## config.mk

```make
export PLATFORM = sky130hd
export DESIGN_NAME = dpi_power
export DESIGN_NICKNAME = d
export VERILOG_FILES = /design/src/design/dpi_pkg.sv /design/src/design/dpi_power.sv
export SDC_FILE = /design/constraint.sdc
export NUM_CORES = 1
export LEC_CHECK = 0
export ABC_AREA = 1
export BUFFER_PORTS_ARGS = -buffer_cell sky130_fd_sc_hd__buf_2
export CORE_MARGIN = 3
export CORE_UTILIZATION = 50
export CTS_CLUSTER_SIZE = 25
export DETAILED_ROUTE_END_ITERATION = 10
export HOLD_SLACK_MARGIN = 0.02
export PLACE_DENSITY = 0.63
export SLEW_MARGIN = 20
export SYNTH_ARGS = -nofsm -noshare
export SYNTH_HDL_FRONTEND = slang
export SYNTH_SLANG_ARGS = --single-unit
```

## constraint.sdc

```tcl
create_clock -name clk -period 7.6 [get_ports clk]
set_clock_uncertainty 0.15 [all_clocks]
set_input_delay 1.52 -clock clk [delete_from_list [all_inputs] [get_ports clk]]
set_output_delay 1.52 -clock clk [all_outputs]
set_load 0.02 [all_outputs]
```

## src/design/dpi_pkg.sv

```systemverilog
// ----------------------------------------------------------------------------
// dpi_pkg: shared definitions for the damped particle integrator
// Widths, register indexes, control types and the Q16.16 saturation helper.
// ----------------------------------------------------------------------------
package dpi_pkg;

  localparam int TIME_BITS = 10;                 // tick bits used by the power
  localparam int TIME_W    = 10;                 // time_step field width
  localparam int Q_W       = 32;                 // Q16.16 word
  localparam int FRAC_W    = 16;
  localparam int DAMP_W    = 17;                 // unsigned Q0.16 incl. 1.0
  localparam int AXES      = 3;
  localparam int CFG_AW    = 2;
  localparam int CNT_W     = $clog2(TIME_BITS + 1);
  localparam int PT_W      = Q_W + TIME_BITS + 1;   // signed value times ticks
  localparam int VR_W      = Q_W + DAMP_W + 1;      // velocity times power
  localparam int SUM_W     = PT_W + 1;
  localparam int IN_TDATA_W  = ((TIME_W + 2 * AXES * Q_W + 7) / 8) * 8;
  localparam int OUT_TDATA_W = 2 * AXES * Q_W;

  localparam logic [DAMP_W-1:0] DAMP_ONE = DAMP_W'(1) << FRAC_W;

  typedef enum logic [CFG_AW-1:0] {
    REG_DAMPING = 2'd0,
    REG_ACCEL_X = 2'd1,
    REG_ACCEL_Y = 2'd2,
    REG_ACCEL_Z = 2'd3
  } cfg_reg_t;

  typedef enum logic [2:0] {
    ST_IDLE,
    ST_POW,
    ST_MUL,
    ST_ADD,
    ST_OUT
  } state_t;

  typedef struct packed {
    logic load;     // overwrite position and velocity
    logic prep;     // capture velocity*t and accel*t
    logic mul;      // capture velocity*power
    logic commit;   // write back the saturated sums
  } lane_ctrl_t;

  function automatic logic signed [Q_W-1:0] sat32(input logic signed [SUM_W-1:0] v);
    logic [SUM_W-Q_W:0] top;
    top = v[SUM_W-1:Q_W-1];
    if ((&top) || !(|top)) begin
      return v[Q_W-1:0];
    end else if (v[SUM_W-1]) begin
      return {1'b1, {(Q_W-1){1'b0}}};
    end else begin
      return {1'b0, {(Q_W-1){1'b1}}};
    end
  endfunction

endpackage

```

## src/design/dpi_power.sv

```systemverilog
// ----------------------------------------------------------------------------
// dpi_power: damping power unit
// Square-and-multiply over the tick bits, one bit per cycle, unsigned Q0.16.
// ----------------------------------------------------------------------------
module dpi_power
  import dpi_pkg::*;
(
  input  logic                 clk,
  input  logic                 rst,
  input  logic                 start,
  input  logic [DAMP_W-1:0]    damping,
  input  logic [TIME_BITS-1:0] ticks,
  output logic                 busy,
  output logic [DAMP_W-1:0]    power
);

  logic [DAMP_W-1:0]    base;
  logic [TIME_BITS-1:0] tsh;
  logic [CNT_W-1:0]     cnt;
  logic [2*DAMP_W-1:0]  rb_prod;
  logic [2*DAMP_W-1:0]  bb_prod;

  assign rb_prod = (2*DAMP_W)'(power) * (2*DAMP_W)'(base);
  assign bb_prod = (2*DAMP_W)'(base) * (2*DAMP_W)'(base);

  always_ff @(posedge clk) begin
    if (rst) begin
      busy <= 1'b0;
      cnt  <= '0;
    end else if (start) begin
      busy <= 1'b1;
      cnt  <= CNT_W'(TIME_BITS);
    end else if (busy) begin
      cnt <= cnt - CNT_W'(1);
      if (cnt == CNT_W'(1)) begin
        busy <= 1'b0;
      end
    end
  end

  always_ff @(posedge clk) begin
    if (start) begin
      power <= DAMP_ONE;
      base  <= damping;
      tsh   <= ticks;
    end else if (busy) begin
      // truncate both products back to Q0.16
      if (tsh[0]) begin
        power <= rb_prod[FRAC_W +: DAMP_W];
      end
      base <= bb_prod[FRAC_W +: DAMP_W];
      tsh  <= tsh >> 1;
    end
  end

endmodule

```

Word level (Yosys, flattened, before mapping). Index checks and enable logic that the tools add are counted.

Output and inout port bits: 18. Flip-flop bits (word level): 49. Logic and storage cells: 22.

Add/sub/neg operators: 1. Multiply operators: 2. Eq/ne operators: 1. Reduce and logical (&&, ||, !) cells: 3. Multiplexer cells: 9.

Operator list (count): 17-bit by 17-bit multiplier with 33-bit output (2); 17-bit 2-to-1 mux (2); 10-bit 2-to-1 mux (2); 4-bit 2-to-1 mux (2); 4-bit by 1-bit equality test with 1-bit output, second input constant (1); 4-bit by 1-bit subtractor with 4-bit output, second input constant (1); 1-bit 2-to-1 mux (3); 2-bit AND reduction (1); 2-bit nonzero test (1); 2-bit OR reduction (1).

Logic depth before layout (Yosys ltp).
Word-level depth: 4. Mapped depth: 29.

Worst setup path before layout. No wires, ideal clock.

Path kind: reg2reg. Start: register base[7]. End: register base[9] (data pin). Cell stages (with the launch flop): 25. Arrival time: 5.328 ns. Path slack: 1.868 ns. Clock period less this slack: 5.732 ns. Data required time: 7.196 ns. Path through: edfxtp_1 > clkbuf_1 > clkbuf_1 > nand2_1 > fa_1 > inv_1 > fa_1 > inv_1 > fa_1 > inv_1 > fa_1 > fa_1 > inv_1 > fa_1 > inv_1 > ha_1 > nand2_1 > nand2_1 > a31oi_1 > o21ai_0 > nand2_1 > nand3_1 > or2_2 > nand3_1 > nand2_1.

Word-level cells in the longest chain between the ends: 3.

RTL lines: start, declared (line dpi_power.sv:17) `logic [DAMP_W-1:0] base;`; start signal, assigned (line dpi_power.sv:44) `base <= damping;`; start signal, assigned (line dpi_power.sv:51) `base <= bb_prod[FRAC_W +: DAMP_W];`; 17-bit by 17-bit multiplier with 33-bit output (line dpi_power.sv:24) `assign bb_prod = (2*DAMP_W)'(base) * (2*DAMP_W)'(base);`; 17-bit 2-to-1 mux (line dpi_power.sv:46) `end else if (busy) begin`; 17-bit 2-to-1 mux (line dpi_power.sv:42) `if (start) begin`.

Every way passes these cells. The select of a mux whose other input is x is not followed. A chain may end at the register's enable or synchronous reset.

Worst setup path after layout.
Start: register base[5]. End: register power[10].

Word-level cells in the longest chain between the ends: 1.

RTL lines: 17-bit by 17-bit multiplier with 33-bit output (line dpi_power.sv:23) `assign rb_prod = (2*DAMP_W)'(power) * (2*DAMP_W)'(base);`; end signal, assigned (line dpi_power.sv:49) `power <= rb_prod[FRAC_W +: DAMP_W];`; end, declared (line dpi_power.sv:14) `output logic [DAMP_W-1:0] power`.

Every way passes these cells.

==> impl_metrics.csv <==
group,metric,value,unit
run_status,status,"completed",
cells_and_area,synthToLayoutAreaGrowth,4.59,%
synth,syn_nets,3396,
synth,synthDistinctLibCells,31,
worst_setup_path,crit_path_top_delay_cell,"edfxtp_1",
worst_setup_path,crit_fanout,22,
die,dieArea,43300,um^2
grt,grt_pass1_wl,84900,um
sta,drv_slew,0,
route,viasPerCell,5.01,
die,coreArea,40000,um^2
cells_and_area,multi_input_comb_area,15600,um^2
synth,synth_edf_count,27,
sta,max_freq,148,MHz
cells_and_area,nets,3379,
die,die_h,208,um
route,ant_nets,0,
clocking,clk_latency,310,ps
sta,fin_tns_setup,0,ps
die,rows,73,
worst_setup_path,cp-end-kind,"flip-flop",
synth,synthCells,2745,
worst_setup_path,crit_required,7660,ps
clocking,cts.sinks,49,
worst_setup_path,path_cells,"buf_4 > nand2_1 > fa_1 > inv_1 > fa_1 > inv_1 > fa_1 > inv_1 > fa_1 > fa_1 > inv_1 > fa_1 > inv_1 > ha_1 > nand2_1 > o21ai_0 > a21oi_1 > nand2_1 > nand2_1 > nand3_1 > nand3_1 > nand2_1 > inv_1",
synth,avgSynthCellArea,7.44,um^2
route,wl,51100,um
sta,worst_slew_pin_slew,1090,ps
placement,portBuffers,47,
cells_and_area,instances_no_fill,3254,
clocking,cts_tree,"built",
synth,synth_seq_cells,49,
clocking,cts_hold_buf,0,
route,drt-initial-drc-count,986,
route,drc,0,
die,num_io_pins,48,
clocking,cts_setup_buffers,0,
worst_setup_path,critPathArrivalTime,6800,ps
cells_and_area,diodes,0,
clocking,clk_pin_slew,80,ps
grt,grt_use_total,0.242,
clocking,htree_levels,2,
route,num_vias,16300,
clocking,cts_buffers,5,
synth,synth_area,20400,um^2
cells_and_area,seqCellArea,1250,um^2
clocking,cts-resized-gates,0,
worst_setup_path,critPathKind,"reg -> reg",
grt,antenna_found_initial,0,
grt,grt-ovfl-total,0,
synth,ys.flop_type,"edfxtp_1",
sta,rsz0062_at_grt,"no",
sta,slew_headroom,0.271,
sta,hold_viol,0,
grt,grt_pass1_vias,16700,
route,avgRoutedWirePerCell,15.7,um
synth,ys_async_sr_fraction,0,
die,initial_core_util,0.511,
placement,dp_hpwl,41900,um
placement,globalplace.congestion,0.977,
synth,synth_warnings,0,
sta,post-route-period-util,0.887,
worst_setup_path,start_kind,"flip-flop",
cells_and_area,drive_gt1_frac,0.0370,
worst_setup_path,max_stage_delay,1080,ps
placement,place_inst,3245,
worst_hold_path,hp-class,"reg -> reg",
worst_setup_path,rrSetupSlack,860,ps
synth,ys_seq_area_frac,0.0612,
clocking,clk_path_buf_depth,2,
cells_and_area,nFillCells,3967,
grt,grt_max_degree,45,
sta,setup_viol,0,
clocking,cts-root-buf,"clkbuf_16",
route,drtPass1Iterations,5,
die,fp.dieW,208,um
sta,fin_crit,6740,ps
job,drv_cap,0,
## worst max-delay path, delay by kind of cell (launching register included)
| kind | cells | cell delay (ps) |
|---|---|---|
| adder cells (fa/ha/maj) | 7 | 3430 |
| flip-flops | 1 | 1080 |
| AND/OR/NAND/NOR | 7 | 830 |
| buffers and inverters | 7 | 660 |
| AO/OA/AOI/OAI | 2 | 490 |
## synth_stat cells, types with 2 or more instances
master,n,share of area
edfxtp_1,27,0.040
o21ai_1,2,0.00049
a311oi_1,2,0.00086
nand3_1,72,0.018
a21o_1,8,0.0029
nor4_1,5,0.0015
buf_1,2,0.00037
xnor2_1,13,0.0056
o21bai_1,11,0.0040
o21a_1,3,0.0011
clkbuf_1,108,0.020
or2_2,5,0.0015
inv_1,847,0.16
a21boi_0,2,0.00073
ha_1,212,0.13
o21ai_0,51,0.012
nand4_1,3,0.00092
nor2_1,138,0.025
xor2_1,11,0.0047
dfxtp_1,22,0.022
nor3_1,15,0.0037
nand2_1,696,0.13
a21oi_1,68,0.017
and3_1,3,0.00092
fa_1,409,0.40
a31oi_1,5,0.0015
## flip-flops by register name, summed over array words and instances, names as in the netlist
| register | flops |
|---|---|
| tsh | 10 |
| base | 17 |
| power | 17 |
| busy | 1 |
| cnt | 4 |
## cells in the final DEF, fill, tap and decap left out, types with 2 or more instances in the layout
cell,Yosys,layout
xor2_1,11,11
ha_1,212,212
o21ai_0,51,51
a21o_1,8,8
a21oi_1,68,68
edfxtp_1,27,27
nand2_1,696,696
a311oi_1,2,2
a31oi_1,5,5
o21bai_1,11,11
o21a_1,3,3
nor4_1,5,5
nand4_1,3,3
fa_1,409,409
o21ai_1,2,2
dfxtp_1,22,22
buf_4,1,39
nand3_1,72,72
a21boi_0,2,2
inv_1,847,847
buf_2,1,47
xnor2_1,13,13
clkbuf_16,0,5
nor2_1,138,138
nor3_1,15,15
or2_2,5,5
and3_1,3,3
## cell type report
type	instances	area share
well taps	525	0.0307
clock buffers	6	0.00603
clock inverters	2	0.000644
multi-input cells	1737	0.729
inverters	847	0.149
repair buffers	88	0.0263
flip-flops and latches	49	0.0586
## final timing paths
| check | endpoint | start | cells past startpoint |
|---|---|---|---|
| worst min register to register | power[1] | power[1] | 2 |
| worst max register to register | power[10] | base[5] | 23 |
| worst max-delay path | power[10] | base[5] | 23 |
| worst min-delay path | power[1] | power[1] | 2 |
## cells by family after synthesis
kind of cell / synth area share
buffers and inverters: 0.176
AND/OR/NAND/NOR: 0.179
adder cells (fa/ha/maj): 0.531
AO/OA/AOI/OAI: 0.0420
flip-flops: 0.0612
XOR/XNOR: 0.0103
## per-layer routing
metal,GRT usage,up-vias,wire [um]
met5,0,-,0
met4,0.0628,0,1250
met3,0.0231,71,2700
met2,0.392,447,23900
met1,0.351,8002,23200
li1,-,7776,-
## through the flow
step,instance area (um^2),hold slack (ps),worst slack [ps],util
2_1_floorplan,20400,313,1870,-
3_3_place_gp,21200,336,911,0.530
3_5_place_dp,21200,345,940,0.530
4_1_cts,21400,365,917,0.534
5_1_grt,21400,385,484,0.534
6_report,21400,360,856,0.534
Power is left out: the tool's default activity adds up to more than one toggle a clock period on the data nets, which glitch-free logic cannot reach.
