<file path="config.mk">
export PLATFORM = sky130hd
export DESIGN_NAME = dpi_lane
export DESIGN_NICKNAME = d
export VERILOG_FILES = /design/src/design/dpi_pkg.sv /design/src/design/dpi_lane.sv
export SDC_FILE = /design/constraint.sdc
export NUM_CORES = 2
export LEC_CHECK = 0
export BUFFER_PORTS_ARGS = -buffer_cell sky130_fd_sc_hd__buf_4
export CAP_MARGIN = 5
export CORE_ASPECT_RATIO = 0.6
export CORE_MARGIN = 4
export CORE_UTILIZATION = 65
export CTS_CLUSTER_SIZE = 16
export DETAILED_ROUTE_END_ITERATION = 12
export GPL_ROUTABILITY_DRIVEN = 0
export HOLD_SLACK_MARGIN = 0.08
export MAX_ROUTING_LAYER = met4
export PLACE_DENSITY = 0.93
export SLEW_MARGIN = 30
export SYNTH_ARGS = -nofsm -noshare
export SYNTH_HDL_FRONTEND = slang
export SYNTH_SLANG_ARGS = --single-unit
</file>
<file path="constraint.sdc">
create_clock -name clk -period 11.7 [get_ports clk]
set_clock_uncertainty 0.2 [all_clocks]
set_input_delay 0.585 -clock clk [delete_from_list [all_inputs] [get_ports clk]]
set_output_delay 0.585 -clock clk [all_outputs]
set_load 0.005 [all_outputs]
</file>
<file path="src/design/dpi_pkg.sv">
// ----------------------------------------------------------------------------
// dpi_pkg: shared definitions for the damped particle integrator
// Widths, register indexes, control types and the Q16.16 saturation helper.
// ----------------------------------------------------------------------------
package dpi_pkg;

  localparam int TIME_BITS = 10;                 // tick bits used by the power
  localparam int TIME_W    = 10;                 // time_step field width
  localparam int Q_W       = 32;                 // Q16.16 word
  localparam int FRAC_W    = 16;
  localparam int DAMP_W    = 17;                 // unsigned Q0.16 incl. 1.0
  localparam int AXES      = 3;
  localparam int CFG_AW    = 2;
  localparam int CNT_W     = $clog2(TIME_BITS + 1);
  localparam int PT_W      = Q_W + TIME_BITS + 1;   // signed value times ticks
  localparam int VR_W      = Q_W + DAMP_W + 1;      // velocity times power
  localparam int SUM_W     = PT_W + 1;
  localparam int IN_TDATA_W  = ((TIME_W + 2 * AXES * Q_W + 7) / 8) * 8;
  localparam int OUT_TDATA_W = 2 * AXES * Q_W;

  localparam logic [DAMP_W-1:0] DAMP_ONE = DAMP_W'(1) << FRAC_W;

  typedef enum logic [CFG_AW-1:0] {
    REG_DAMPING = 2'd0,
    REG_ACCEL_X = 2'd1,
    REG_ACCEL_Y = 2'd2,
    REG_ACCEL_Z = 2'd3
  } cfg_reg_t;

  typedef enum logic [2:0] {
    ST_IDLE,
    ST_POW,
    ST_MUL,
    ST_ADD,
    ST_OUT
  } state_t;

  typedef struct packed {
    logic load;     // overwrite position and velocity
    logic prep;     // capture velocity*t and accel*t
    logic mul;      // capture velocity*power
    logic commit;   // write back the saturated sums
  } lane_ctrl_t;

  function automatic logic signed [Q_W-1:0] sat32(input logic signed [SUM_W-1:0] v);
    logic [SUM_W-Q_W:0] top;
    top = v[SUM_W-1:Q_W-1];
    if ((&top) || !(|top)) begin
      return v[Q_W-1:0];
    end else if (v[SUM_W-1]) begin
      return {1'b1, {(Q_W-1){1'b0}}};
    end else begin
      return {1'b0, {(Q_W-1){1'b1}}};
    end
  endfunction

endpackage

</file>
<file path="src/design/dpi_lane.sv">
// ----------------------------------------------------------------------------
// dpi_lane: one axis of the integrator
// Holds position and velocity of one axis and forms the Euler update.
// ----------------------------------------------------------------------------
module dpi_lane
  import dpi_pkg::*;
(
  input  logic                        clk,
  input  logic                        rst,
  input  lane_ctrl_t                  ctrl,
  input  logic [TIME_BITS-1:0]        ticks,
  input  logic [DAMP_W-1:0]           power,
  input  logic signed [Q_W-1:0]       accel,
  input  logic signed [Q_W-1:0]       load_pos,
  input  logic signed [Q_W-1:0]       load_vel,
  output logic signed [Q_W-1:0]       pos,
  output logic signed [Q_W-1:0]       vel
);

  logic signed [PT_W-1:0]  vt;
  logic signed [PT_W-1:0]  at;
  logic signed [VR_W-1:0]  vr;
  logic signed [VR_W-1:0]  vr_sh;
  logic signed [SUM_W-1:0] pos_sum;
  logic signed [SUM_W-1:0] vel_sum;
  logic signed [TIME_BITS:0] ticks_s;
  logic signed [DAMP_W:0]    power_s;

  assign ticks_s = $signed({1'b0, ticks});
  assign power_s = $signed({1'b0, power});

  // arithmetic shift gives floor of the Q16 product
  assign vr_sh   = vr >>> FRAC_W;
  assign pos_sum = SUM_W'(pos) + SUM_W'(vt);
  assign vel_sum = SUM_W'(vr_sh) + SUM_W'(at);

  always_ff @(posedge clk) begin
    if (ctrl.prep) begin
      vt <= PT_W'(vel) * PT_W'(ticks_s);
      at <= PT_W'(accel) * PT_W'(ticks_s);
    end
    if (ctrl.mul) begin
      vr <= VR_W'(vel) * VR_W'(power_s);
    end
  end

  always_ff @(posedge clk) begin
    if (rst) begin
      pos <= '0;
      vel <= '0;
    end else if (ctrl.load) begin
      pos <= load_pos;
      vel <= load_vel;
    end else if (ctrl.commit) begin
      pos <= sat32(pos_sum);
      vel <= sat32(vel_sum);
    end
  end

endmodule

</file>
=== Word level (Yosys, flattened, before mapping) ===
Index checks and enable logic that the tools add are counted.

* Multiply operators: 3
* Shift operators: 0
* Add/sub/neg operators: 2
* Reductions and logical operators: 9
* Divide/modulo/power cells: 0
* Equal/unequal tests: 0
* Multiplexer cells: 8
* Order comparisons: 0
* Bitwise gates (word level): 0

{| class="wikitable"
|+ Operators with widths
! operator !! number
|-
| $mux 32 || 8
|-
| $mul 32x11->43 || 2
|-
| $mul 32x18->50 || 1
|-
| $add 32x43->44 || 1
|-
| $add 34x43->44 || 1
|-
| $reduce_and 13->1 || 2
|-
| $reduce_or 13->1 || 2
|-
| $logic_not 1->1 || 2
|-
| $logic_or 1x1->1 || 2
|-
| $reduce_bool 2->1 || 1
|}

* Memories kept: 0
* Bits in read-only memories: 0
* Memory bits (writable): 0
* Word-level logic and storage cells: 27
* Bits in registers: 200
* Bits in latches: 0

=== Depth between registers and ports, before layout ===
* Word-level depth: 7
* Depth in mapped cells: 27
* Mapped depth without buffers: 25

=== Worst setup path before layout ===
Ideal clock, no wire load.

* Path type: in2reg
* Start point: in power[3]
* End point: reg vr[49] (data pin)
* Arrival: 6.720 ns
* Setup slack: 4.515 ns
* Library setup time: 0.264 ns
* Cell stages on the path: 23
* Required time: 11.236 ns
* Buffers on the path: 1
* Cell sequence: clkbuf_1 and2_1 fa_1 inv_1 fa_1 fa_1 fa_1 inv_1 fa_1 fa_1 ha_1 and4_1 nor4b_1 a2111oi_1 o21ai_1 and3_1 o21ba_2 a31oi_4 o31ai_2 a2111oi_4 nor3_1 a2111oi_2 xnor2_1

* Word-level cells in the longest chain between the ends: 1

{| class="wikitable"
|+ RTL lines
! element !! RTL line !! text
|-
| start, declared || dpi_lane.sv:12 || <nowiki>input logic [DAMP_W-1:0] power,</nowiki>
|-
| $mul 32x18->50 || dpi_lane.sv:43 || <nowiki>vr <= VR_W'(vel) * VR_W'(power_s);</nowiki>
|-
| end signal, assigned || dpi_lane.sv:43 ||
|-
| end, declared || dpi_lane.sv:22 || <nowiki>logic signed [VR_W-1:0] vr;</nowiki>
|}

Every way passes these cells.
A chain may end at the register's enable or synchronous reset.

=== Worst setup path after layout ===
* Start point: reg vel[5]
* End point: reg vr[49] (data pin)

* Word-level cells in the longest chain between the ends: 1

{| class="wikitable"
|+ RTL lines
! element !! RTL line !! text
|-
| start, declared || dpi_lane.sv:17 || <nowiki>output logic signed [Q_W-1:0] vel</nowiki>
|-
| start signal, assigned || dpi_lane.sv:53 || <nowiki>vel <= load_vel;</nowiki>
|-
| start signal, assigned || dpi_lane.sv:56 || <nowiki>vel <= sat32(vel_sum);</nowiki>
|-
| $mul 32x18->50 || dpi_lane.sv:43 ||
|}

Every way passes these cells.

==> results_dict.tcl <==
set metrics [dict create \
    status "finished clean" \
    io_pins 193 \
    end_kind "flop" \
    grt_pass1_wl_um 237800 \
    regArea_um2 4892 \
    worstSetupPathType "reg2reg" \
    async_reset_ff_frac 0 \
    ctsHoldBuffers 0 \
    synth_top_area_frac 0.4119 \
    ys_seq_area_frac 0.09418 \
    grt_max_degree 76 \
    clk_pin_slew_ns 0.08 \
    drt-initial-drc-count 5246 \
    fmax_mhz 120.9 \
    syn_nets 7367 \
    die_h_um 226.8 \
    cts.sinks 184 \
    cp_max_fo 29 \
    die-area_um2 84520 \
    period_minus_slack_ns 8.272 \
    die_x_um 372.7 \
    worst_slew_pin_slew_ns 1.020 \
    start_kind "flop" \
    r2r_slack_ns 3.43 \
    drt-pass1-iter-count 7 \
    drv_slew 0 \
    ys_seq_elements 184 \
    wl_per_cell_um 21.86 \
    start_util 0.6625 \
    fin_tns_setup_ns 0 \
    grt_pass1_vias 44810 \
    finalNetCount 7296 \
    fillerInstances 5265 \
    synth_area_leaders "fa_1, ha_1, inv_1" \
    ys_warn_count 0 \
    coreArea_um2 78290 \
    antenna_found_initial 9 \
    rsz0062_at_grt "false" \
    synthCells 5784 \
    wl_um 148400 \
    viasPerCell 6.169 \
    clock_latency_ns 0.51 \
    cts_max_level 4 \
    cts_inserted_buffers 17 \
    synth_cell_type_count 93 \
    synth.avg_cell_area_um2 8.967 \
    cts_setup_buffers 0 \
    synthFlopType "edfxtp_1" \
    drive_gt1_frac 0.05763 \
    synth_area_um2 51860 \
    route.vias.total 41880 \
    drc 0 \
    clock-root-buffer "clkbuf_16" \
    drv_cap 0 \
    cts_tree "yes" \
    rows 79 \
    ctsResizeCount 0 \
    track_usage 0.3692 \
    io_buffers 192 \
    multiInputGateArea_um2 41380 \
    cp.required_ns 11.75 \
    ant_nets 0 \
    hold_viol 0 \
    hold_path_class "in2reg" \
    area_growth_pct 4.659 \
    cp_data_arrival_time_ns 8.32 \
    dp_hpwl_um 114100 \
    period_share 0.7070 \
    synth_edf_count 120 \
    yosysTopAreaCell "fa_1" \
    clk_path_buf_depth 2 \
    finalSetupViolCount 0 \
    grt.overflow.total 0 \
    slew-limit-headroom 0.3197 \
]
[final cells by class]
| cell class | instances | area share |
|---|---|---|
| flip-flops and latches | 184 | 0.09013 |
| inverters | 1158 | 0.08008 |
| clock inverters | 15 | 0.003665 |
| multi-input cells | 4127 | 0.7624 |
| clock buffers | 17 | 0.007837 |
| well taps | 1053 | 0.02427 |
| diodes | 10 | 0.0004610 |
| repair buffers | 225 | 0.03119 |
[final timing paths]
kind                              start       to  depth (start not counted)
worst min register to register  vel[12]  vel[12]                          4
worst max-delay path             vel[5]   vr[49]                         22
worst max register to register   vel[5]   vr[49]                         22
worst min-delay path                rst  pos[31]                          2
[through the flow]
stage | instances | worst slack (ns) | hold WS (ns) | instance area (um^2) | util
final | 6789 | 3.428 | 0.1237 | 54280 | 0.6934
after global routing | 6788 | 3.344 | 0.1117 | 54280 | 0.6933
after CTS | 6779 | 3.347 | 0.1046 | 54240 | 0.6929
after detailed placement | 6747 | 3.386 | 0.4550 | 53620 | 0.6849
after global placement | 6747 | 3.671 | 0.4412 | 53620 | 0.6849
after floorplan | 5784 | 4.515 | 0.4156 | 51860 | -
[cell usage after synthesis (64+ instances only)]
master	count
inv_1	1158
xnor2_1	125
ha_1	387
fa_1	1067
nand2_1	752
clkbuf_1	279
nor2_1	239
o21ai_0	74
dfxtp_1	64
and2_1	541
edfxtp_1	120
a21oi_1	236
a21o_1	115
[layout by cell type, fill, tap and decap left out, types with 6 or more instances in the layout]
cell type,netlist,routed
a211o_1,7,7
a211oi_1,45,45
a211oi_2,32,32
a21boi_0,9,9
a21o_1,115,115
a21oi_1,236,236
a221oi_1,8,8
a31oi_1,17,17
and2_1,541,541
and3_1,20,20
and4_1,10,10
buf_4,0,224
clkbuf_16,0,17
clkinv_8,0,7
dfxtp_1,64,58
dfxtp_2,0,6
diode_2,0,10
edfxtp_1,120,120
fa_1,1067,1067
ha_1,387,387
inv_1,1158,1158
nand2_1,752,752
nand2b_1,24,24
nand3_1,42,42
nand4_1,30,30
nor2_1,239,239
nor2b_1,23,21
nor3_1,40,40
nor4_1,9,8
o211ai_1,13,13
o21a_1,32,32
o21ai_0,74,74
o21bai_1,30,30
o31a_1,6,6
o31ai_1,11,11
or3_1,14,14
or4_1,7,7
xnor2_1,125,125
xor2_1,60,60
[logic make-up (layout without fill, tap and decap cells)]
group | count (synthesis) | in the layout | synth area share
xor gates and xnor gates | 185 | 185 | 0.03124
DFF | 184 | 184 | 0.09418
adders and majority gates | 1454 | 1454 | 0.5052
AOI/OAI and AO/OA | 712 | 712 | 0.09479
buffers and inverters | 1473 | 1415 | 0.1082
muxes | 5 | 5 | 0.001013
other | 0 | 10 | 0
and+or+nand+nor | 1771 | 1771 | 0.1653
[worst max-delay path, stage by stage (launching register included)]
cell and delay, ns:
dfxtp_2 0.76, and2_1 0.24, fa_1 0.42, inv_1 0.08, fa_1 0.43, fa_1 0.50, fa_1 0.55, inv_1 0.05
fa_1 0.49, fa_1 0.41, ha_1 0.31, and4_1 0.18, nor4b_1 0.16, a2111oi_1 0.78, o21ai_1 0.38, and3_1 0.32
o21ba_2 0.27, a31oi_4 0.23, o31ai_2 0.17, a2111oi_4 0.45, nor3_1 0.13, a2111oi_2 0.41, xnor2_1 0.10
[metal layers]
layer	GRT usage	part of all wire	vias up
li1	-	-	17610
met1	0.4607	0.36	20320
met2	0.5392	0.43	3256
met3	0.1383	0.16	706
met4	0.1678	0.053	0
met5	-	0	-
[state kept, by name, summed over array words and instances (netlist names)]
name	cells
pos	32
vel	32
vr	34
at	43
vt	43
Power is left out: the tool's default activity adds up to more than one toggle a clock period on the data nets, which glitch-free logic cannot reach.
